==> config.mk <==
export PLATFORM = sky130hd
export DESIGN_NAME = process_slot_ready_queue_manager
export DESIGN_NICKNAME = d
export VERILOG_FILES = /design/src/rtl/psrq_pkg.sv /design/src/rtl/psrq_ram.sv /design/src/rtl/process_slot_ready_queue_manager.sv
export VERILOG_INCLUDE_DIRS = /design/src /design/src/rtl
export SDC_FILE = /design/constraint.sdc
export NUM_CORES = 1
export LEC_CHECK = 0
export ABC_CLOCK_PERIOD_IN_PS = 6450
export BUFFER_PORTS_ARGS = -buffer_cell sky130_fd_sc_hd__buf_2
export CAP_MARGIN = 10
export CORE_AREA = 4 4 252 254
export DETAILED_ROUTE_END_ITERATION = 16
export DIE_AREA = 0 0 256 258
export GPL_ROUTABILITY_DRIVEN = 1
export HOLD_SLACK_MARGIN = 0.02
export PLACE_DENSITY = 0.61
export SYNTH_ARGS = -nofsm -noshare
export SYNTH_HDL_FRONTEND = slang
export SYNTH_SLANG_ARGS = --single-unit
==> constraint.sdc <==
create_clock -name clk -period 6.45 [get_ports clk]
set_input_delay 0.3225 -clock clk [delete_from_list [all_inputs] [get_ports clk]]
set_output_delay 0.3225 -clock clk [all_outputs]
set_load 0.01 [all_outputs]
==> src/rtl/process_slot_ready_queue_manager_assert.svh <==
// Assertion helpers shared by the RTL of the ready queue manager.
`ifndef PROCESS_SLOT_READY_QUEUE_MANAGER_ASSERT_SVH
`define PROCESS_SLOT_READY_QUEUE_MANAGER_ASSERT_SVH

// Same-cycle implication, gated by the active-low reset.
`define PSRQ_ASSERT_IMP(label, clk_i, rstn_i, ante, cons, msg) \
	label: assert property (@(posedge clk_i) disable iff (!rstn_i) (ante) |-> (cons)) \
		else $error(msg);

// Next-cycle implication, gated by the active-low reset.
`define PSRQ_ASSERT_NEXT(label, clk_i, rstn_i, ante, cons, msg) \
	label: assert property (@(posedge clk_i) disable iff (!rstn_i) (ante) |=> (cons)) \
		else $error(msg);

`endif

==> src/rtl/psrq_pkg.sv <==
`default_nettype none

package psrq_pkg;

	localparam int SLOT_COUNT  = 32;
	localparam int QUEUE_COUNT = 8;

	// Fixed transaction field widths.
	localparam int OP_W     = 3;
	localparam int SLOT_W   = 5;
	localparam int QSEL_W   = 3;
	localparam int STATUS_W = 2;

	// A link holds a slot index or the null value SLOT_COUNT.
	localparam int LINK_W = $clog2(SLOT_COUNT + 1);
	localparam int SIDX_W = $clog2(SLOT_COUNT);
	localparam int QIDX_W = (QUEUE_COUNT > 1) ? $clog2(QUEUE_COUNT) : 1;

	localparam logic [LINK_W-1:0] NIL_LINK = LINK_W'(SLOT_COUNT);

	typedef enum logic [OP_W-1:0] {
		OP_ALLOC   = 3'd0,
		OP_SCHED   = 3'd1,
		OP_UNSCHED = 3'd2,
		OP_RELEASE = 3'd3,
		OP_POP     = 3'd4
	} op_t;

	typedef enum logic [STATUS_W-1:0] {
		ST_OK        = 2'd0,
		ST_EMPTY     = 2'd1,
		ST_NOT_FOUND = 2'd2
	} status_t;

	typedef enum logic [2:0] {
		FSM_IDLE,
		FSM_DECODE,
		FSM_LINK,
		FSM_SCHED2,
		FSM_WALK,
		FSM_WALK_CAP,
		FSM_UNLINK,
		FSM_DONE
	} state_t;

endpackage

`default_nettype wire

==> src/rtl/psrq_ram.sv <==
`default_nettype none

module psrq_ram #(
	parameter int WIDTH = 8,
	parameter int DEPTH = 32,
	localparam int AW = (DEPTH > 1) ? $clog2(DEPTH) : 1
) (
	input  wire logic             clk,
	input  wire logic             we,
	input  wire logic [AW-1:0]    waddr,
	input  wire logic [WIDTH-1:0] wdata,
	input  wire logic             re,
	input  wire logic [AW-1:0]    raddr,
	output logic      [WIDTH-1:0] rdata
);

	logic [WIDTH-1:0] mem [DEPTH];
	logic [WIDTH-1:0] rdata_q;

	always_ff @(posedge clk) begin
		if (we) begin
			mem[waddr] <= wdata;
		end
		if (re) begin
			rdata_q <= mem[raddr];
		end
	end

	assign rdata = rdata_q;

endmodule

`default_nettype wire

==> src/rtl/process_slot_ready_queue_manager.sv <==
// Release, spare opcodes, rejected ops, schedule onto an empty queue and taking a sole entry
// go from decode straight to done; other allocate and pop pass through the link state and
// other schedule through sched2; unschedule walks up to SLOT_COUNT hops, then unlinks a found target.
// One transaction in flight; the next is taken the cycle after the result is registered.
// Reset (arst_n low, async): all slots free in order, ready queues empty; link RAM entries
// read as "slot + 1" until written (valid bits).
`default_nettype none

`include "process_slot_ready_queue_manager_assert.svh"

module process_slot_ready_queue_manager (
	input  wire logic                            clk,
	input  wire logic                            arst_n,
	input  wire logic                            in_valid,
	output logic                                 in_ready,
	input  wire logic [psrq_pkg::OP_W-1:0]       opcode,
	input  wire logic [psrq_pkg::SLOT_W-1:0]     slot,
	input  wire logic [psrq_pkg::QSEL_W-1:0]     queue_sel,
	output logic                                 out_valid,
	input  wire logic                            out_ready,
	output logic      [psrq_pkg::STATUS_W-1:0]   status,
	output logic      [psrq_pkg::SLOT_W-1:0]     result_slot
);

	localparam int SC     = psrq_pkg::SLOT_COUNT;
	localparam int QC     = psrq_pkg::QUEUE_COUNT;
	localparam int LINK_W = psrq_pkg::LINK_W;
	localparam int SIDX_W = psrq_pkg::SIDX_W;
	localparam int QIDX_W = psrq_pkg::QIDX_W;
	localparam int SLOT_W = psrq_pkg::SLOT_W;
	localparam int QSEL_W = psrq_pkg::QSEL_W;
	localparam logic [LINK_W-1:0] NIL = psrq_pkg::NIL_LINK;

	// ---------------------------------------------------------------- state
	psrq_pkg::state_t  state_q, state_d;

	// List heads and tails, per-slot bookkeeping (small, read at one index each).
	logic [LINK_W-1:0] ready_head_q [QC];
	logic [LINK_W-1:0] ready_tail_q [QC];
	logic [LINK_W-1:0] free_head_q, free_tail_q;
	logic [QSEL_W-1:0] prio_q [SC];
	logic [SC-1:0]     in_use_q;
	logic [SC-1:0]     vld_q;          // link RAM entry has been written since reset

	// Latched transaction
	psrq_pkg::op_t     op_q;
	logic [SLOT_W-1:0] slot_q;
	logic [QSEL_W-1:0] qsel_q;
	logic [QIDX_W-1:0] qidx_q;         // queue touched by this op (prio for unschedule)
	logic              qok_q;          // that queue index is in range

	// Walk registers
	logic [LINK_W-1:0] cur_q, cur_d, prev_q, prev_d, steps_q, steps_d;

	// Pending result
	psrq_pkg::status_t st_q, st_d;
	logic [SLOT_W-1:0] res_q, res_d;

	// Output register
	logic                        out_valid_q;
	psrq_pkg::status_t           status_q;
	logic [SLOT_W-1:0]           result_slot_q;
	logic                        out_load;

	// ---------------------------------------------------------------- link RAM
	logic              ram_we, ram_re;
	logic [SIDX_W-1:0] ram_waddr, ram_raddr, raddr_s1;
	logic [LINK_W-1:0] ram_wdata, ram_rdata, rd_link;

	psrq_ram #(
		.WIDTH (LINK_W),
		.DEPTH (SC)
	) u_link_ram (
		.clk   (clk),
		.we    (ram_we),
		.waddr (ram_waddr),
		.wdata (ram_wdata),
		.re    (ram_re),
		.raddr (ram_raddr),
		.rdata (ram_rdata)
	);

	always_ff @(posedge clk) begin
		if (ram_re) begin
			raddr_s1 <= ram_raddr;
		end
	end

	// Unwritten entries still hold their reset chain: slot i -> i+1.
	assign rd_link = vld_q[raddr_s1] ? ram_rdata : LINK_W'(raddr_s1) + LINK_W'(1);

	// ---------------------------------------------------------------- decode helpers
	logic [SIDX_W-1:0] in_sidx;
	logic [QSEL_W-1:0] in_prio;
	logic              in_accept;
	logic [SIDX_W-1:0] s_idx, fh_idx;
	logic [LINK_W-1:0] s_link, q_head, q_tail, unl_head;
	logic              slot_ok, use_s, fh_nil, qh_nil, qt_nil, walk_more;

	assign in_accept = in_valid && in_ready;
	assign in_sidx   = SIDX_W'(slot);
	assign in_prio   = prio_q[in_sidx];

	assign s_idx   = SIDX_W'(slot_q);
	assign s_link  = LINK_W'(slot_q);
	assign slot_ok = slot_q < SC;
	assign use_s   = in_use_q[s_idx];
	assign fh_idx  = SIDX_W'(free_head_q);
	assign fh_nil  = free_head_q >= NIL;
	assign q_head  = ready_head_q[qidx_q];
	assign q_tail  = ready_tail_q[qidx_q];
	assign qh_nil  = q_head >= NIL;
	assign qt_nil  = q_tail >= NIL;

	// Keep walking while on a live entry that is not the target, within SLOT_COUNT hops.
	assign walk_more = (cur_q < NIL) && (cur_q != s_link) && (steps_q < NIL);

	// Head after the unlink: only changes when the target was the first entry.
	assign unl_head = (prev_q >= NIL) ? rd_link : q_head;

	// ---------------------------------------------------------------- sequencer
	logic              hd_we, tl_we, fh_we, ft_we, use_we, use_val, pri_we;
	logic [LINK_W-1:0] hd_wdata, tl_wdata, fh_wdata, ft_wdata;
	logic [SIDX_W-1:0] use_idx, pri_idx;
	logic [QSEL_W-1:0] pri_val;

	always_comb begin
		state_d   = state_q;
		ram_we    = 1'b0;
		ram_waddr = s_idx;
		ram_wdata = NIL;
		ram_re    = 1'b0;
		ram_raddr = s_idx;
		hd_we     = 1'b0;
		hd_wdata  = NIL;
		tl_we     = 1'b0;
		tl_wdata  = NIL;
		fh_we     = 1'b0;
		fh_wdata  = NIL;
		ft_we     = 1'b0;
		ft_wdata  = NIL;
		use_we    = 1'b0;
		use_idx   = s_idx;
		use_val   = 1'b0;
		pri_we    = 1'b0;
		pri_idx   = s_idx;
		pri_val   = qsel_q;
		cur_d     = cur_q;
		prev_d    = prev_q;
		steps_d   = steps_q;
		res_d     = res_q;
		st_d      = st_q;
		out_load  = 1'b0;

		unique case (state_q)
			psrq_pkg::FSM_IDLE: begin
				if (in_valid) begin
					state_d = psrq_pkg::FSM_DECODE;
				end
			end

			psrq_pkg::FSM_DECODE: begin
				res_d   = '0;
				st_d    = psrq_pkg::ST_OK;
				state_d = psrq_pkg::FSM_DONE;
				unique case (op_q)
					psrq_pkg::OP_ALLOC: begin
						if (fh_nil) begin
							st_d = psrq_pkg::ST_EMPTY;
						end else begin
							res_d   = SLOT_W'(free_head_q);
							use_we  = 1'b1;
							use_idx = fh_idx;
							use_val = 1'b1;
							pri_we  = 1'b1;
							pri_idx = fh_idx;
							pri_val = '0;
							if (free_head_q == free_tail_q) begin
								// last free slot: list becomes empty
								fh_we     = 1'b1;
								ft_we     = 1'b1;
								ram_we    = 1'b1;
								ram_waddr = fh_idx;
							end else begin
								ram_re    = 1'b1;
								ram_raddr = fh_idx;
								state_d   = psrq_pkg::FSM_LINK;
							end
						end
					end

					psrq_pkg::OP_SCHED: begin
						if (!slot_ok || !use_s || !qok_q) begin
							st_d = psrq_pkg::ST_NOT_FOUND;
						end else begin
							pri_we = 1'b1;
							tl_we    = 1'b1;
							tl_wdata = s_link;
							if (qh_nil || qt_nil) begin
								hd_we    = 1'b1;
								hd_wdata = s_link;
								ram_we   = 1'b1;
							end else begin
								// link old tail first, terminate the new entry next cycle
								ram_we    = 1'b1;
								ram_waddr = SIDX_W'(q_tail);
								ram_wdata = s_link;
								state_d   = psrq_pkg::FSM_SCHED2;
							end
						end
					end

					psrq_pkg::OP_UNSCHED: begin
						if (!slot_ok || !qok_q) begin
							st_d = psrq_pkg::ST_NOT_FOUND;
						end else begin
							cur_d   = q_head;
							prev_d  = NIL;
							steps_d = '0;
							state_d = psrq_pkg::FSM_WALK;
						end
					end

					psrq_pkg::OP_RELEASE: begin
						if (!slot_ok || !use_s) begin
							st_d = psrq_pkg::ST_NOT_FOUND;
						end else begin
							use_we   = 1'b1;
							use_val  = 1'b0;
							ram_we   = 1'b1;
							fh_we    = 1'b1;
							fh_wdata = s_link;
							if (fh_nil) begin
								ft_we    = 1'b1;
								ft_wdata = s_link;
							end else begin
								ram_wdata = free_head_q;
							end
						end
					end

					psrq_pkg::OP_POP: begin
						if (!qok_q || qh_nil) begin
							st_d = psrq_pkg::ST_EMPTY;
						end else begin
							res_d = SLOT_W'(q_head);
							if (q_head == q_tail) begin
								hd_we     = 1'b1;
								tl_we     = 1'b1;
								ram_we    = 1'b1;
								ram_waddr = SIDX_W'(q_head);
							end else begin
								ram_re    = 1'b1;
								ram_raddr = SIDX_W'(q_head);
								state_d   = psrq_pkg::FSM_LINK;
							end
						end
					end

					default: begin
						// undefined opcodes answer ok with no side effect
					end
				endcase
			end

			psrq_pkg::FSM_LINK: begin
				// popped or allocated entry's successor becomes the new ready or free head; detach the entry
				ram_we    = 1'b1;
				ram_waddr = raddr_s1;
				if (op_q == psrq_pkg::OP_ALLOC) begin
					fh_we    = 1'b1;
					fh_wdata = rd_link;
				end else begin
					hd_we    = 1'b1;
					hd_wdata = rd_link;
				end
				state_d = psrq_pkg::FSM_DONE;
			end

			psrq_pkg::FSM_SCHED2: begin
				ram_we  = 1'b1;
				state_d = psrq_pkg::FSM_DONE;
			end

			psrq_pkg::FSM_WALK: begin
				if (walk_more) begin
					ram_re    = 1'b1;
					ram_raddr = SIDX_W'(cur_q);
					state_d   = psrq_pkg::FSM_WALK_CAP;
				end else if (cur_q != s_link) begin
					st_d    = psrq_pkg::ST_NOT_FOUND;
					state_d = psrq_pkg::FSM_DONE;
				end else begin
					// found: fetch the target's successor
					ram_re  = 1'b1;
					state_d = psrq_pkg::FSM_UNLINK;
				end
			end

			psrq_pkg::FSM_WALK_CAP: begin
				prev_d  = cur_q;
				cur_d   = rd_link;
				steps_d = steps_q + LINK_W'(1);
				state_d = psrq_pkg::FSM_WALK;
			end

			psrq_pkg::FSM_UNLINK: begin
				if (prev_q >= NIL) begin
					hd_we    = 1'b1;
					hd_wdata = rd_link;
				end else begin
					ram_we    = 1'b1;
					ram_waddr = SIDX_W'(prev_q);
					ram_wdata = rd_link;
				end
				if (unl_head >= NIL) begin
					tl_we = 1'b1;
				end else if (q_tail == cur_q) begin
					tl_we    = 1'b1;
					tl_wdata = prev_q;
				end
				state_d = psrq_pkg::FSM_DONE;
			end

			psrq_pkg::FSM_DONE: begin
				if (!out_valid_q || out_ready) begin
					out_load = 1'b1;
					state_d  = psrq_pkg::FSM_IDLE;
				end
			end
		endcase
	end

	// ---------------------------------------------------------------- registers
	always_ff @(posedge clk or negedge arst_n) begin
		if (!arst_n) begin
			state_q     <= psrq_pkg::FSM_IDLE;
			free_head_q <= '0;
			free_tail_q <= LINK_W'(SC - 1);
			in_use_q    <= '0;
			vld_q       <= '0;
			out_valid_q <= 1'b0;
			for (int i = 0; i < QC; i++) begin
				ready_head_q[i] <= NIL;
				ready_tail_q[i] <= NIL;
			end
			for (int i = 0; i < SC; i++) begin
				prio_q[i] <= '0;
			end
		end else begin
			state_q <= state_d;
			if (hd_we) begin
				ready_head_q[qidx_q] <= hd_wdata;
			end
			if (tl_we) begin
				ready_tail_q[qidx_q] <= tl_wdata;
			end
			if (fh_we) begin
				free_head_q <= fh_wdata;
			end
			if (ft_we) begin
				free_tail_q <= ft_wdata;
			end
			if (use_we) begin
				in_use_q[use_idx] <= use_val;
			end
			if (pri_we) begin
				prio_q[pri_idx] <= pri_val;
			end
			if (ram_we) begin
				vld_q[ram_waddr] <= 1'b1;
			end
			if (out_load) begin
				out_valid_q <= 1'b1;
			end else if (out_ready) begin
				out_valid_q <= 1'b0;
			end
		end
	end

	// Transaction and datapath registers, no reset needed.
	always_ff @(posedge clk) begin
		if (in_accept) begin
			op_q   <= psrq_pkg::op_t'(opcode);
			slot_q <= slot;
			qsel_q <= queue_sel;
			if (psrq_pkg::op_t'(opcode) == psrq_pkg::OP_UNSCHED) begin
				qidx_q <= QIDX_W'(in_prio);
				qok_q  <= in_prio < QC;
			end else begin
				qidx_q <= QIDX_W'(queue_sel);
				qok_q  <= queue_sel < QC;
			end
		end
		cur_q   <= cur_d;
		prev_q  <= prev_d;
		steps_q <= steps_d;
		st_q    <= st_d;
		res_q   <= res_d;
		if (out_load) begin
			status_q      <= st_q;
			result_slot_q <= res_q;
		end
	end

	assign in_ready    = state_q == psrq_pkg::FSM_IDLE;
	assign out_valid   = out_valid_q;
	assign status      = status_q;
	assign result_slot = result_slot_q;

	// ---------------------------------------------------------------- assertions
	`PSRQ_ASSERT_IMP(a_fail_zero_slot, clk, arst_n,
		out_valid && (status != psrq_pkg::ST_OK), result_slot == '0,
		"failed transaction carries a nonzero slot")
	`PSRQ_ASSERT_IMP(a_ram_no_collide, clk, arst_n,
		ram_we && ram_re, ram_waddr != ram_raddr,
		"link RAM read and write hit the same entry")
	`PSRQ_ASSERT_IMP(a_walk_bound, clk, arst_n,
		state_q == psrq_pkg::FSM_WALK_CAP, steps_q < NIL,
		"unschedule walk ran past the slot count")
	`PSRQ_ASSERT_NEXT(a_one_in_flight, clk, arst_n,
		in_accept, !in_ready,
		"second transaction taken while one is in flight")

endmodule

`default_nettype wire
==> impl_metrics.env, run 1 <==
export IMPL_n_fill_cell=5468
export IMPL_multi_input_area_um2=9520
export IMPL_synth_edf_count=249
export IMPL_fmax_ghz=0.184
export IMPL_gp_congestion=0.936
export IMPL_clk_latency_ns=0.61
export IMPL_syn_area_per_cell_um2=13.9
export IMPL_ff_latch_area_um2=14300
export IMPL_synth_top_area_cell="edfxtp_1"
export IMPL_die_h_um=258
export IMPL_synth_top_cells_by_area="edfxtp_1, dfrtp_1, mux2_2"
export IMPL_clockRootBuffer="clkbuf_16"
export IMPL_grt_max_degree=98
export IMPL_initial_utilization_pct=39.6
export IMPL_cp_end_kind="flop"
export IMPL_area_delta_synth_final_pct=13.1
export IMPL_period_share_pct=84.3
export IMPL_critical_path_class="flop to flop"
export IMPL_final_core_util_pct=44.7
export IMPL_hold_class="input pin to flop"
export IMPL_tightest_slew_ns=1.18
export IMPL_path_clk_slew_ns=0.06
export IMPL_finalHoldViolations=0
export IMPL_relSlewSlack_pct=21.3
export IMPL_netlist_area_um2=24200
export IMPL_numCtsBuffers=54
export IMPL_cp_data_arrival_time_ns=5.66
export IMPL_async_flop_share_pct=52.2
export IMPL_grt_pass1_wl_um=95800
export IMPL_outcome="finished, final reports clean"
export IMPL_ir_drop_mv=0.215
export IMPL_drtPass1Iterations=5
export IMPL_synth_warnings=0
export IMPL_portBuffers=23
export IMPL_die_x_um=256
export IMPL_cts_buffer_depth=3
export IMPL_synth_nets=1759
export IMPL_cts_tree="done"
export IMPL_coreArea_um2=61300
export IMPL_cp_max_fo=17
export IMPL_synthDominantCellAreaShare_pct=30.9
export IMPL_wl_per_cell_um=23.7
export IMPL_yosysSeqAreaShare_pct=59.1
export IMPL_viasPerCell=5.69
export IMPL_drv_slew=0
export IMPL_vias=14900
export IMPL_power_density_nw_per_um2=375
export IMPL_synth_seq_cells=521
export IMPL_fin_nets=1794
export IMPL_drive_gt1_share_pct=26.6
export IMPL_io_pins=24
export IMPL_antenna_found_initial=0
export IMPL_remaining_drc_errors=0
export IMPL_ys_flop_type="dfrtp_1"
export IMPL_maxCapViolations=0
export IMPL_htreeDepth=2
export IMPL_required_ns=6.67
export IMPL_startpoint_type="flop"
export IMPL_skew_ns=0.0248
export IMPL_die_area_um2=66000
export IMPL_track_usage_pct=18.6
export IMPL_period_minus_slack_ns=5.44
export IMPL_ant_nets=0
export IMPL_detailed_place_hpwl_um=42000
export IMPL_yosysUniqueCellTypes=83
export IMPL_setup_viol=0
export IMPL_overflow=0
export IMPL_fin_setup_tns_ns=0
export IMPL_rsz0062_at_grt="false"
export IMPL_rows=91
export IMPL_netlist_instances=1742
export IMPL_cellLeakagePower_uw=0.0110
export IMPL_clock_sinks=521
export IMPL_drt_iter0_drc=1110
export IMPL_first_global_vias=15600
export IMPL_wl_um=62000
export IMPL_antenna_cells=0
==> path summary, 6_finish.rpt <==
check                           startpoint  depth (start not counted)                   end  slack, ns
worst max-delay path             qidx_q[0]                         10  u_link_ram.mem[9][3]       1.01
worst min-delay path             out_ready                          3             out_valid       0.07
worst max register to register   qidx_q[0]                         10  u_link_ram.mem[9][3]       1.01
worst min register to register    res_q[3]                          0        result_slot[3]       0.42
max in group asynchronous           arst_n                          3            prio_q[17]       4.65
min in group asynchronous           arst_n                          2      ready_head_q[26]       0.29
==> synthesized netlist by cell type (10+ instances only) <==
master / count
nor3_1: 20
buf_2: 20
buf_1: 11
and2_1: 22
a211oi_1: 12
edfxtp_1: 249
xnor2_1: 20
a22o_1: 12
or2_1: 21
nand2_1: 84
a21oi_1: 24
nand3_1: 32
mux2_2: 189
xor2_1: 13
mux4_2: 70
dfstp_2: 21
mux2i_1: 170
or2_2: 16
o21ai_0: 89
or3_1: 13
inv_1: 10
nor2b_1: 19
nor4_1: 10
nor2_1: 103
dfrtp_1: 251
o22ai_1: 33
clkbuf_1: 61
==> stage by stage <==
| step | area, µm² | cells | hold WS (ns) | setup slack (ns) | power [µW] |
|---|---|---|---|---|---|
| 2_1_floorplan | 24200 | 1742 | 0.0269 | 2.56 | 6040 |
| 3_3_place_gp | 25400 | 2503 | 0.348 | 1.07 | 6920 |
| 3_5_place_dp | 25400 | 2503 | 0.351 | 0.902 | 6950 |
| 4_1_cts | 27400 | 2613 | 0.0509 | 0.895 | 10300 |
| 5_1_grt | 27400 | 2613 | 0.0699 | 0.537 | 10700 |
| 6_report | 27400 | 2613 | 0.0662 | 1.01 | 10300 |
==> layer usage <==
metal,up-vias,share of wire [%],track usage [%]
met5,-,0,0
met4,0,3.1,5.68
met3,107,5.5,2.75
met2,452,49,31.4
met1,7606,43,25.2
li1,6705,-,-
==> kinds of logic after synthesis <==
logic type,after synthesis,share of synthesized area [%]
simple gates,377,7.76
mux,439,22.9
xor+xnor,33,1.19
buf+inv,115,2.08
flops,521,59.1
fa+ha+maj,2,0.103
compound gates,255,6.89
==> placed cells by master (no fill, tap or decap), types with 9 or more instances in the layout <==
cell type / instances
mux2_2: 189
xnor2_1: 20
clkbuf_1: 12
dfstp_2: 21
a22o_1: 12
or3_1: 13
xor2_1: 13
or2_2: 16
inv_1: 10
buf_2: 22
nand2_1: 84
dfrtp_1: 251
nor3_1: 19
edfxtp_1: 249
buf_4: 47
o22ai_1: 28
nand3_1: 32
nor2_1: 103
o21ai_1: 9
clkbuf_16: 54
nor4_1: 10
a21oi_1: 24
and2_1: 22
mux4_2: 70
a211oi_1: 12
bufinv_16: 11
nor2b_1: 19
mux2i_1: 170
o21ai_0: 88
or2_1: 21
clkinv_2: 12
==> repair_timing <==
item / 4_1_cts / 5_1_grt
gates resized for setup: 0 / 0
hold buffers: 8 / 0
setup endpoints to repair: 0 / 0
setup buffers: 0 / 0
endpoints found under the hold margin: 76 / 0
==> flip-flops by register name, summed over array words and instances, names as in the netlist, 2 cells and up <==
| register | flops |
|---|---|
| raddr_s1 | 5 |
| steps_q | 6 |
| op_q | 3 |
| result_slot | 5 |
| u_link_ram.mem | 192 |
| cur_q | 6 |
| state_q | 3 |
| free_tail_q | 6 |
| qsel_q | 3 |
| res_q | 5 |
| st_q | 2 |
| qidx_q | 3 |
| s_idx | 5 |
| u_link_ram.rdata | 6 |
| free_head_q | 6 |
| prio_q | 96 |
| status | 2 |
| prev_q | 6 |
| vld_q | 32 |
| in_use_q | 32 |
| ready_tail_q | 48 |
| ready_head_q | 48 |
==> report_power, final <==
group | total, µW | switching [µW] | internal [µW] | leakage, µW
logic | 2520 | 1500 | 1020 | 0.00411
registers | 4390 | 348 | 4040 | 0.00599
clock network | 3370 | 1320 | 2050 | 0.000949
total | 10300 | 3170 | 7110 | 0.0110
==> area by class of cell <==
type                    count  area share, %
well taps                 790           3.61
multi-input cells        1106           34.7
repair buffers             80           2.18
inverters                  14          0.192
clock buffers              71           5.35
clock inverters            31           1.71
flip-flops and latches    521           52.2
==> worst max-delay path, stage by stage, from the launching register on <==
cell	delay (ns)
edfxtp_1	0.96
buf_4	0.40
mux4_2	0.53
mux2i_1	0.42
xnor2_1	0.21
nand4_1	0.21
nor3_1	0.62
a221o_1	0.28
a221o_1	0.19
or4b_1	0.69
nor2b_1	0.55
(Power assumes the default switching activity.)
==> run 2, diff against run 1 <==
--- a/config.mk
+++ b/config.mk
@@ -6,7 +6,7 @@
 export SDC_FILE = /design/constraint.sdc
 export NUM_CORES = 1
 export LEC_CHECK = 0
-export ABC_CLOCK_PERIOD_IN_PS = 6450
+export ABC_CLOCK_PERIOD_IN_PS = 5500
 export BUFFER_PORTS_ARGS = -buffer_cell sky130_fd_sc_hd__buf_2
 export CAP_MARGIN = 10
 export CORE_AREA = 4 4 252 254
==> constraint.sdc (replaced) <==
create_clock -name clk -period 5.5 [get_ports clk]
set_input_delay 0.275 -clock clk [delete_from_list [all_inputs] [get_ports clk]]
set_output_delay 0.275 -clock clk [all_outputs]
set_load 0.01 [all_outputs]
==> impl_metrics.env, run 2 (same netlist as run 1, synthesis figures left out) <==
export IMPL_tightest_slew_ns=1.17
export IMPL_cp_max_fo=24
export IMPL_detailed_place_hpwl_um=43700
export IMPL_relSlewSlack_pct=21.9
export IMPL_drtPass1Iterations=6
export IMPL_die_x_um=256
export IMPL_fmax_ghz=0.197
export IMPL_fin_setup_tns_ns=0
export IMPL_drive_gt1_share_pct=28.8
export IMPL_cp_data_arrival_time_ns=5.33
export IMPL_rr_endpoint="u_link_ram.mem[1][4]"
export IMPL_setup_viol=0
export IMPL_drv_slew=0
export IMPL_wl_per_cell_um=23.8
export IMPL_maxCapViolations=0
export IMPL_critical_path_class="flop to flop"
export IMPL_pre_cts_ws_ns=0.452
export IMPL_largest_register_ffs=192
export IMPL_numCtsBuffers=55
export IMPL_cts_hold_buf=10
export IMPL_viasPerCell=5.72
export IMPL_period_share_pct=92.3
export IMPL_ant_nets=0
export IMPL_power_density_nw_per_um2=433
export IMPL_n_fill_cell=5416
export IMPL_period_minus_slack_ns=5.08
export IMPL_area_delta_synth_final_pct=14.6
export IMPL_setup_slack_ns=0.423
export IMPL_initial_utilization_pct=39.6
export IMPL_final_common_cell="dfrtp_1"
export IMPL_track_usage_pct=19.1
export IMPL_layout_cells_most_common_list="dfrtp_1, edfxtp_1, mux2_2"
export IMPL_antenna_cells=0
export IMPL_skew_ns=0.0270
export IMPL_cts_tree="done"
export IMPL_grt_max_degree=114
export IMPL_p_seq_share_pct=42.8
export IMPL_clock_sinks=521
export IMPL_cts_resized=0
export IMPL_ir_drop_mv=0.276
export IMPL_grt_pass1_wl_um=98300
export IMPL_pwr_share_clk_pct=32.1
export IMPL_p_int_uw=8240
export IMPL_whs_endpoint="s_idx[3]"
export IMPL_io_pins=24
export IMPL_regMostFlops="u_link_ram.mem"
export IMPL_hold_depth=1
export IMPL_rrSetupSlack_ns=0.42
export IMPL_rows=91
export IMPL_cp_end_kind="flop"
export IMPL_path_clk_slew_ns=0.06
export IMPL_reg2reg_depth=10
export IMPL_htreeDepth=2
export IMPL_antenna_found_initial=0
export IMPL_drt_iter0_drc=1266
export IMPL_switching_share_pct=31.4
export IMPL_postCtsSetupBuffers=0
export IMPL_fin_nets=1844
export IMPL_portBuffers=23
export IMPL_vias=15200
export IMPL_remaining_drc_errors=0
export IMPL_overflow=0
export IMPL_die_area_um2=66000
export IMPL_rr_startpoint="qidx_q[0]"
export IMPL_gp_congestion=1.01
export IMPL_clockRootBuffer="clkbuf_16"
export IMPL_hold_class="input pin to flop"
export IMPL_startpoint_type="flop"
export IMPL_wl_um=63500
export IMPL_outcome="finished, final reports clean"
export IMPL_coreArea_um2=61300
export IMPL_power_frac_comb_pct=25.1
export IMPL_die_h_um=258
export IMPL_finalHoldViolations=0
export IMPL_first_global_vias=15700
export IMPL_clk_latency_ns=0.62
export IMPL_hp_start="slot[3]"
export IMPL_required_ns=5.75
export IMPL_switchingPower_uw=3780
export IMPL_reg_largest_list="u_link_ram.mem: 192 flops, prio_q: 96 flops"
export IMPL_cts_buffer_depth=3
export IMPL_cellLeakagePower_uw=0.0113
export IMPL_rsz0062_at_grt="false"
-- run 2: cell types whose count changed in the layout (fill, tap and decap cells not counted), moves of 2 or more --
cell / before / now
clkbuf_16: 54 / 56
o22ai_2: 0 / 4
dlygate4sd3_1: 8 / 10
buf_12: 2 / 6
clkinv_2: 12 / 15
buf_4: 47 / 90
o22ai_4: 5 / 1
inv_16: 0 / 2
bufinv_16: 11 / 6
clkbuf_1: 12 / 6
clkbuf_8: 5 / 7
clkinvlp_4: 2 / 6
clkinv_4: 1 / 3
-- run 2: worst max path at each step --
stage | to | start | cells past startpoint
floorplan | u_link_ram.mem[13][0] | s_idx[0] | 11
global placement | u_link_ram.mem[1][3] | qidx_q[0] | 10
detailed placement | u_link_ram.mem[1][1] | qidx_q[0] | 10
CTS | u_link_ram.mem[1][4] | qidx_q[0] | 10
global route | u_link_ram.mem[5][0] | qidx_q[0] | 10
finish | u_link_ram.mem[1][4] | qidx_q[0] | 10
-- run 2: metrics by stage --
stage | hold slack, ns | cell area, µm² | cells | power, µW | util (%)
global route | 0.0448 | 27800 | 2664 | 12600 | 45.3
floorplan | -0.0206 | 24200 | 1742 | 7090 | -
CTS | 0.0391 | 27800 | 2664 | 12100 | 45.3
finish | 0.0705 | 27800 | 2664 | 12000 | 45.3
global placement | 0.360 | 25800 | 2550 | 8160 | 42.1
detailed placement | 0.372 | 25800 | 2550 | 8210 | 42.1
-- run 2: final cells by class --
type / instances / area [µm²] / share of cell area (%)
clock inverters: 35 / 393 / 1.41
repair buffers: 129 / 1020 / 3.68
clock buffers: 69 / 1520 / 5.47
multi-input cells: 1106 / 9490 / 34.2
flip-flops and latches: 521 / 14300 / 51.5
well taps: 790 / 988 / 3.56
inverters: 14 / 52.6 / 0.189
-- run 2: worst max-delay path, cell delays in order (launching register included) --
cell      delay, ns
edfxtp_1       0.69
buf_12         0.27
mux4_2         0.52
mux2i_1        0.48
xnor2_1        0.21
nand4_1        0.24
nor4_1         0.43
o21ai_1        0.18
a311o_1        0.40
or4b_1         0.75
nor2_1         0.51
-- run 2: metal layers --
| metal | wire length, µm | GRT usage (%) |
|---|---|---|
| met3 | 3260 | 2.75 |
| met2 | 31100 | 32.0 |
| met4 | 2040 | 5.87 |
| met5 | 0 | 0 |
| met1 | 27100 | 26.0 |
-- run 2: power by group through the flow --
stage               Sequential [µW]  Combinational (µW)  Clock, µW
detailed placement             5200                3010          0
CTS                            5130                3020       3950
floorplan                      4980                2100          0
global route                   5190                3240       4120
finish                         5140                3020       3860
global placement               5200                2970          0
==> run 3, diff against run 2 <==
--- a/config.mk
+++ b/config.mk
@@ -6,7 +6,7 @@
 export SDC_FILE = /design/constraint.sdc
 export NUM_CORES = 1
 export LEC_CHECK = 0
-export ABC_CLOCK_PERIOD_IN_PS = 5500
+export ABC_CLOCK_PERIOD_IN_PS = 5200
 export BUFFER_PORTS_ARGS = -buffer_cell sky130_fd_sc_hd__buf_2
 export CAP_MARGIN = 10
 export CORE_AREA = 4 4 252 254
@@ -14,7 +14,7 @@
 export DIE_AREA = 0 0 256 258
 export GPL_ROUTABILITY_DRIVEN = 1
 export HOLD_SLACK_MARGIN = 0.02
-export PLACE_DENSITY = 0.61
+export PLACE_DENSITY = 0.56
 export SYNTH_ARGS = -nofsm -noshare
 export SYNTH_HDL_FRONTEND = slang
 export SYNTH_SLANG_ARGS = --single-unit
==> constraint.sdc (replaced) <==
create_clock -name clk -period 5.2 [get_ports clk]
set_input_delay 0.26 -clock clk [delete_from_list [all_inputs] [get_ports clk]]
set_output_delay 0.26 -clock clk [all_outputs]
set_load 0.01 [all_outputs]
==> impl_metrics.env, run 3 (same netlist as run 1, synthesis figures left out) <==
export IMPL_tightest_slew_ns=1.20
export IMPL_power_density_nw_per_um2=456
export IMPL_cellLeakagePower_uw=0.0113
export IMPL_detailed_place_hpwl_um=43300
export IMPL_vias=15000
export IMPL_cp_end_kind="flop"
export IMPL_regMostFlops="u_link_ram.mem"
export IMPL_final_common_cell="dfrtp_1"
export IMPL_portBuffers=23
export IMPL_maxCapViolations=0
export IMPL_grt_max_degree=142
export IMPL_rsz0062_at_grt="false"
export IMPL_drive_gt1_share_pct=28.1
export IMPL_initial_utilization_pct=39.6
export IMPL_cp_max_fo=33
export IMPL_viasPerCell=5.62
export IMPL_die_x_um=256
export IMPL_die_area_um2=66000
export IMPL_drv_slew=0
export IMPL_track_usage_pct=19.1
export IMPL_path_clk_slew_ns=0.06
export IMPL_cts_tree="done"
export IMPL_htreeDepth=2
export IMPL_overflow=0
export IMPL_first_global_vias=15600
export IMPL_period_minus_slack_ns=4.86
export IMPL_drtPass1Iterations=5
export IMPL_hold_class="input pin to flop"
export IMPL_largest_register_ffs=192
export IMPL_finalHoldViolations=0
export IMPL_skew_ns=0.0247
export IMPL_period_share_pct=93.5
export IMPL_ant_nets=0
export IMPL_numCtsBuffers=57
export IMPL_clock_sinks=521
export IMPL_fmax_ghz=0.206
export IMPL_critical_path_class="flop to flop"
export IMPL_setup_viol=0
export IMPL_die_h_um=258
export IMPL_rows=91
export IMPL_antenna_cells=0
export IMPL_reg_largest_list="u_link_ram.mem: 192 flops, prio_q: 96 flops"
export IMPL_antenna_found_initial=0
export IMPL_clk_latency_ns=0.62
export IMPL_relSlewSlack_pct=19.9
export IMPL_outcome="finished, final reports clean"
export IMPL_cts_buffer_depth=3
export IMPL_wl_per_cell_um=23.9
export IMPL_layout_cells_most_common_list="dfrtp_1, edfxtp_1, mux2_2"
export IMPL_grt_pass1_wl_um=98000
export IMPL_startpoint_type="flop"
export IMPL_required_ns=5.43
export IMPL_drt_iter0_drc=1010
export IMPL_fin_setup_tns_ns=0
export IMPL_fin_nets=1844
export IMPL_cp_data_arrival_time_ns=5.09
export IMPL_final_core_util_pct=45.2
export IMPL_area_delta_synth_final_pct=14.4
export IMPL_remaining_drc_errors=0
export IMPL_power_uw=12600
export IMPL_coreArea_um2=61300
export IMPL_clockRootBuffer="clkbuf_16"
export IMPL_ir_drop_mv=0.246
export IMPL_wl_um=63500
export IMPL_gp_congestion=0.970
export IMPL_io_pins=24
==> run 3: final timing paths <==
path                       depth (start not counted)               endpoint  startpoint  slack [ns]
max in group asynchronous                          3              out_valid      arst_n        3.70
setup reg to reg                                  10  u_link_ram.mem[28][3]   qidx_q[2]        0.34
hold / removal                                     1               s_idx[2]     slot[2]        0.07
min in group asynchronous                          2             prio_q[15]      arst_n        0.25
hold reg to reg                                    0         result_slot[0]    res_q[0]        0.42
setup / recovery                                  10  u_link_ram.mem[28][3]   qidx_q[2]        0.34
==> run 3: final cells by class <==
class / instances / area (µm²)
Tap cell: 790 / 988
Fill cell: 5460 / 33500
Timing Repair Buffer: 127 / 996
Sequential cell: 521 / 14300
Multi-Input combinational cell: 1106 / 9490
Clock inverter: 21 / 215
Clock buffer: 85 / 1650
Inverter: 14 / 52.6
==> run 3: through the flow <==
stage                     hold WS [ns]  cells  worst slack [ns]  instance area [µm²]
after global placement           0.313   2542          -0.00365                25700
after detailed placement         0.328   2542            -0.102                25700
after CTS                       0.0393   2659             0.197                27700
after global routing            0.0553   2664             0.186                27700
final                           0.0661   2664             0.339                27700
after floorplan                -0.0356   1742              1.31                24200
==> run 3: worst max-delay path, cell delays in order, from the launching register on <==
cell	delay [ns]
edfxtp_1	0.37
buf_12	0.22
mux2_2	0.39
o2bb2ai_1	0.35
o21a_1	0.35
xnor2_1	0.33
nand3_1	0.43
o311a_1	0.50
o21a_1	0.26
a211oi_2	0.50
nor2b_1	0.73
==> run 3: what timing repair did <==
item | CTS | global route
resized for setup | 3 | 0
endpoints found under the setup margin | 24 | 38
hold buffers | 11 | 0
gates cloned | 0 | 0
hold endpoints to repair | 96 | 0
buffers inserted | 0 | 5
==> run 3: power by group <==
group          switching (µW)  leakage (µW)  internal [µW]
combinational            1930       0.00436           1300
sequential                386       0.00599           5010
clock                    1650      0.000917           2350
total                    3970        0.0113           8660
==> run 3: routing by layer <==
metal  vias up  global-route usage (%)  routed length, µm  share of wire (%)
met3       128                    2.74               2950                4.6
met4         0                    6.48               2190                3.5
li1       6794                       -                  -                  -
met2       412                    31.6              30200                 48
met5         -                       0                  0                  0
met1      7633                    26.2              28100                 44
